<file path="src/sv/rtks_pkg.sv">
// Shared types, command and status codes for the radix tree key store.
`default_nettype none
package rtks_pkg;

	// Fixed field widths of the request and response transactions.
	localparam int CMD_W    = 2;
	localparam int KEY_W    = 64;
	localparam int VAL_W    = 32;
	localparam int STATUS_W = 2;
	localparam int SLOT_W   = 8;

	// Command codes.
	localparam logic [CMD_W-1:0] CMD_GET = 2'd0;
	localparam logic [CMD_W-1:0] CMD_PUT = 2'd1;
	localparam logic [CMD_W-1:0] CMD_DEL = 2'd2;

	// Status codes.
	localparam logic [STATUS_W-1:0] ST_OK       = 2'd0;
	localparam logic [STATUS_W-1:0] ST_NOTFOUND = 2'd1;
	localparam logic [STATUS_W-1:0] ST_OCCUPIED = 2'd2;
	localparam logic [STATUS_W-1:0] ST_EXHAUST  = 2'd3;

	// Sequencer states.
	typedef enum logic [4:0] {
		S_IDLE,
		S_GROW,
		S_CHK_REQ,
		S_CHK_RSP,
		S_EVAL,
		S_ROOT_CLR,
		S_PUT_REQ,
		S_PUT_RSP,
		S_BR_CLR,
		S_LEAF_TAKE,
		S_LEAF_POP,
		S_LEAF_PLACE,
		S_FIND_REQ,
		S_FIND_RSP,
		S_FOUND,
		S_GET_RD,
		S_DONE
	} state_t;

endpackage
`default_nettype wire

</file>
<file path="src/sv/rtks_key_unit.sv">
// Key unit: capacity check by a shared shifter and digit selection for one level.
`default_nettype none
module rtks_key_unit #(
	parameter int RADIX_BITS = 4,
	parameter int MAXL       = 16,
	parameter int DW         = 5
) (
	input  wire logic [rtks_pkg::KEY_W-1:0] key,
	input  wire logic [DW-1:0]              fit_lvl,
	input  wire logic [DW-1:0]              dig_lvl,
	output logic                            fit,
	output logic [RADIX_BITS-1:0]           digit
);
	localparam int PW  = MAXL * RADIX_BITS;
	localparam int SHW = $clog2(PW + 1);

	logic [PW-1:0]  key_pad;
	logic [SHW-1:0] shamt;

	// A key fits a tree of fit_lvl levels when nothing remains above its digits.
	assign shamt   = SHW'(fit_lvl * RADIX_BITS);
	assign fit     = ((key >> shamt) == '0);
	assign key_pad = PW'(key);

	// Digit of the key at level dig_lvl, zero above the top level.
	always_comb begin
		digit = '0;
		if (int'(dig_lvl) < MAXL) begin
			digit = key_pad[int'(dig_lvl) * RADIX_BITS +: RADIX_BITS];
		end
	end

endmodule
`default_nettype wire

</file>
<file path="config.mk">
export PLATFORM = sky130hd
export DESIGN_NAME = rtks_key_unit
export DESIGN_NICKNAME = d
export VERILOG_FILES = /design/src/sv/rtks_pkg.sv /design/src/sv/rtks_key_unit.sv
export SDC_FILE = /design/constraint.sdc
export NUM_CORES = 1
export LEC_CHECK = 0
export BUFFER_PORTS_ARGS = -buffer_cell sky130_fd_sc_hd__clkbuf_2
export CORE_ASPECT_RATIO = 0.7
export CORE_MARGIN = 2
export CORE_UTILIZATION = 44
export DETAILED_ROUTE_END_ITERATION = 10
export PLACE_DENSITY = 0.95
export SLEW_MARGIN = 0
export SYNTH_ARGS = -nofsm -noshare
export SYNTH_HDL_FRONTEND = slang
export SYNTH_SLANG_ARGS = --single-unit
</file>
<file path="constraint.sdc">
create_clock -name vclk -period 3.5
set_input_delay 0.7 -clock vclk [all_inputs]
set_output_delay 0.7 -clock vclk [all_outputs]
set_load 0.01 [all_outputs]
</file>
==> qor.txt <==
==============================================================================
Logic pwr share                                                         100.0%
Antenna violations before repair                                             0
Synthesized netlist cell count                                             129
DP HPWL                                                                3260 µm
Total number of vias                                                      1510
Status                                                            finished clean
Synth-to-Final Area Change                                               38.8%
ANT cells                                                                    0
Count of standard-cell rows                                                 15
Number of max-slew violations in the final report                            0
Type of the most critical hold path                               primary input to output pin
Average detailed-routed wire length per instance                       15.8 µm
Global-route usage over all layers                                       25.1%
Count of maximum capacitance violations                                      0
Switching power                                                      0.0806 mW
Leakage power total                                                   0.634 nW
Largest delay share family, worst path                            simple AND/OR/NAND/NOR gates
Drt total wl                                                           3730 µm
Final cell utilization of the core                                       63.9%
Sequence of cells on the critical path                            clkbuf_2 > or3_4 > or3_1 > o31a_1 > or3b_1 > a221o_1 > o31ai_2 > buf_2
Critical path data arrival time                                        2.71 ns
Overall Power                                                         0.177 mW
Post-Syn Nets                                                              203
Yosys cell types                                                            41
Worst setup EP type                                                 output pin
Type of element launching the critical path                       primary input
Core footprint                                                        2460 µm²
Net count reported at finish                                               278
Number of buffers and inverters on the critical path                         2
Fin crit period                                                        3.41 ns
Crit path max fanout                                                         3
Number of setup violations in the final report                               0
CP max-delay cell                                                 sky130_fd_sc_hd__or3_4
Count of boundary I/O pins                                                  79
Count of nets left with antenna violations after detail routing              0
Share of layout cells above drive strength 1                             52.0%
Sequential standard cell area                                            0 µm²
Largest incremental delay on the critical path                         0.39 ns
Maximum vdd ir drop                                                  0.0547 mV
Vias per cell                                                             6.40
Slew margin rel.                                                         72.0%
Initial standard-cell utilization of the core                            46.1%
Number of global-route vias before repair                                 1324
Average instance area after synthesis                                 8.78 µm²
Number of DRC violations after detailed routing                              0
Internal power component                                             0.0968 mW
Proportion of power drawn by flip-flops and latches                         0%
Initial detailed-routing violation count                                   130
Die span in y                                                          46.4 µm
Setup repair bufs after CTS                                                  0
Layout clock buffers                                                         0
Ratio of total power to cell area                                   113 nW/µm²
Fraction of power spent switching nets                                   45.4%
Setup repair after global routing missed its margin                       true
Area enclosed by the die boundary                                     3000 µm²
Worst Max-Slew Pin Slew                                               0.416 ns
First-pass iteration count of the detailed router                            4
Number of warnings reported in the yosys synthesis log                       0
Hold violation count in the final report                                     0
Worst Path Required                                                    2.80 ns
Quantity of hold-fixing buffers added after cts                              0
Largest net degree at the start of global routing                           31
Chip width                                                             64.6 µm
Fmax                                                                   294 MHz
Final GP Congestion                                                      0.901
Post-synthesis cell area                                              1130 µm²
Seq/Total Area, Yosys                                                       0%
First-pass GRT wire length                                             5820 µm
Path type of the worst setup path                                 primary input to output pin
Number of input and output port buffers inserted                            79
Share of the clock period used by the worst path                         97.3%
Num sequential                                                               0
Total congestion overflow after global routing                               0
Portion of total power attributed to the clock network                      0%
==============================================================================
worst paths after layout:
check                      start       end  slack [ns]  depth (start not counted)
worst max-delay path     key[30]       fit        0.09                          8
worst min-delay path  dig_lvl[4]  digit[3]        1.68                          3
final cells by class:
class	instances	area, µm²
Tap cell	34	42.5
Fill cell	210	887
Timing Repair Buffer	82	443
Multi-Input combinational cell	118	1080
Inverter	2	7.51
repair_timing:
item                                   in CTS  in global routing
endpoints found under the hold margin       0                  0
resized for setup                           0                  1
setup endpoints to repair                   0                  1
cells in the final DEF, fill, tap and decap left out, drive strengths merged:
master    n
nand2b    1
a31oi     2
a2111oi   1
o211a     1
or4       3
inv       1
clkbuf   78
a211oi    3
buf       4
a22oi     1
clkinv    1
a221o     1
a2111o    1
nor3b     4
o21ai     3
nor4b     1
or3b      1
o31a      1
o32a      1
nand3     1
nor2b     4
o31ai     3
o22ai     4
mux2      1
mux2i     4
nor2     10
or2       1
or3       6
nand2     7
a21oi     7
mux4     20
a21o      1
a32oi     1
nor3     10
nor4     12
o41ai     1
kinds of logic after synthesis:
family,share of synthesized area (%)
simple gates,30.4
mux,44.6
compound gates,20.2
buf+inv,4.75
synth_stat cells (2+ instances only):
| cell type | count | area (µm²) |
|---|---|---|
| sky130_fd_sc_hd__buf_2 | 4 | 20.0 |
| sky130_fd_sc_hd__or4_1 | 3 | 22.5 |
| sky130_fd_sc_hd__nor2_1 | 10 | 37.5 |
| sky130_fd_sc_hd__o22ai_1 | 4 | 25.0 |
| sky130_fd_sc_hd__nor3_1 | 10 | 50.1 |
| sky130_fd_sc_hd__nor4_1 | 12 | 75.1 |
| sky130_fd_sc_hd__a31oi_1 | 2 | 12.5 |
| sky130_fd_sc_hd__a21oi_1 | 7 | 35.0 |
| sky130_fd_sc_hd__mux2i_1 | 4 | 40.0 |
| sky130_fd_sc_hd__a211oi_1 | 3 | 22.5 |
| sky130_fd_sc_hd__nor2b_1 | 4 | 25.0 |
| sky130_fd_sc_hd__nor3b_1 | 4 | 30.0 |
| sky130_fd_sc_hd__or3_1 | 5 | 31.3 |
| sky130_fd_sc_hd__clkbuf_1 | 3 | 11.3 |
| sky130_fd_sc_hd__o21ai_0 | 3 | 15.0 |
| sky130_fd_sc_hd__mux4_2 | 19 | 428 |
| sky130_fd_sc_hd__nand2_1 | 7 | 26.3 |
| sky130_fd_sc_hd__o31ai_1 | 2 | 15.0 |
power groups by stage:
stage	sequential, mW	clock, mW	combinational, mW
5_1_grt	0	0	0.192
4_1_cts	0	0	0.176
6_report	0	0	0.177
3_3_place_gp	0	0	0.173
3_5_place_dp	0	0	0.175
2_1_floorplan	0	0	0.0940
stage by stage:
stage | std cells | hold slack, ns | cell area [µm²] | worst slack [ns] | setup TNS, ns
CTS | 236 | 1.68 | 1570 | 0.0866 | 0
global route | 236 | 1.70 | 1570 | -0.0439 | -0.0439
detailed placement | 236 | 1.68 | 1570 | 0.0897 | 0
finish | 236 | 1.68 | 1570 | 0.0944 | 0
floorplan | 129 | 1.45 | 1130 | 0.266 | 0
global placement | 236 | 1.67 | 1570 | 0.113 | 0
per-layer routing:
metal  vias up  part of all wire [%]  GRT usage [%]
li1        708                     -              -
met1       695                    40           36.3
met2       105                    47           43.8
met3         2                    13           1.96
met4         0                  0.32           2.13
met5         -                     0              0
No activity file was read; power rests on OpenSTA's default activity.
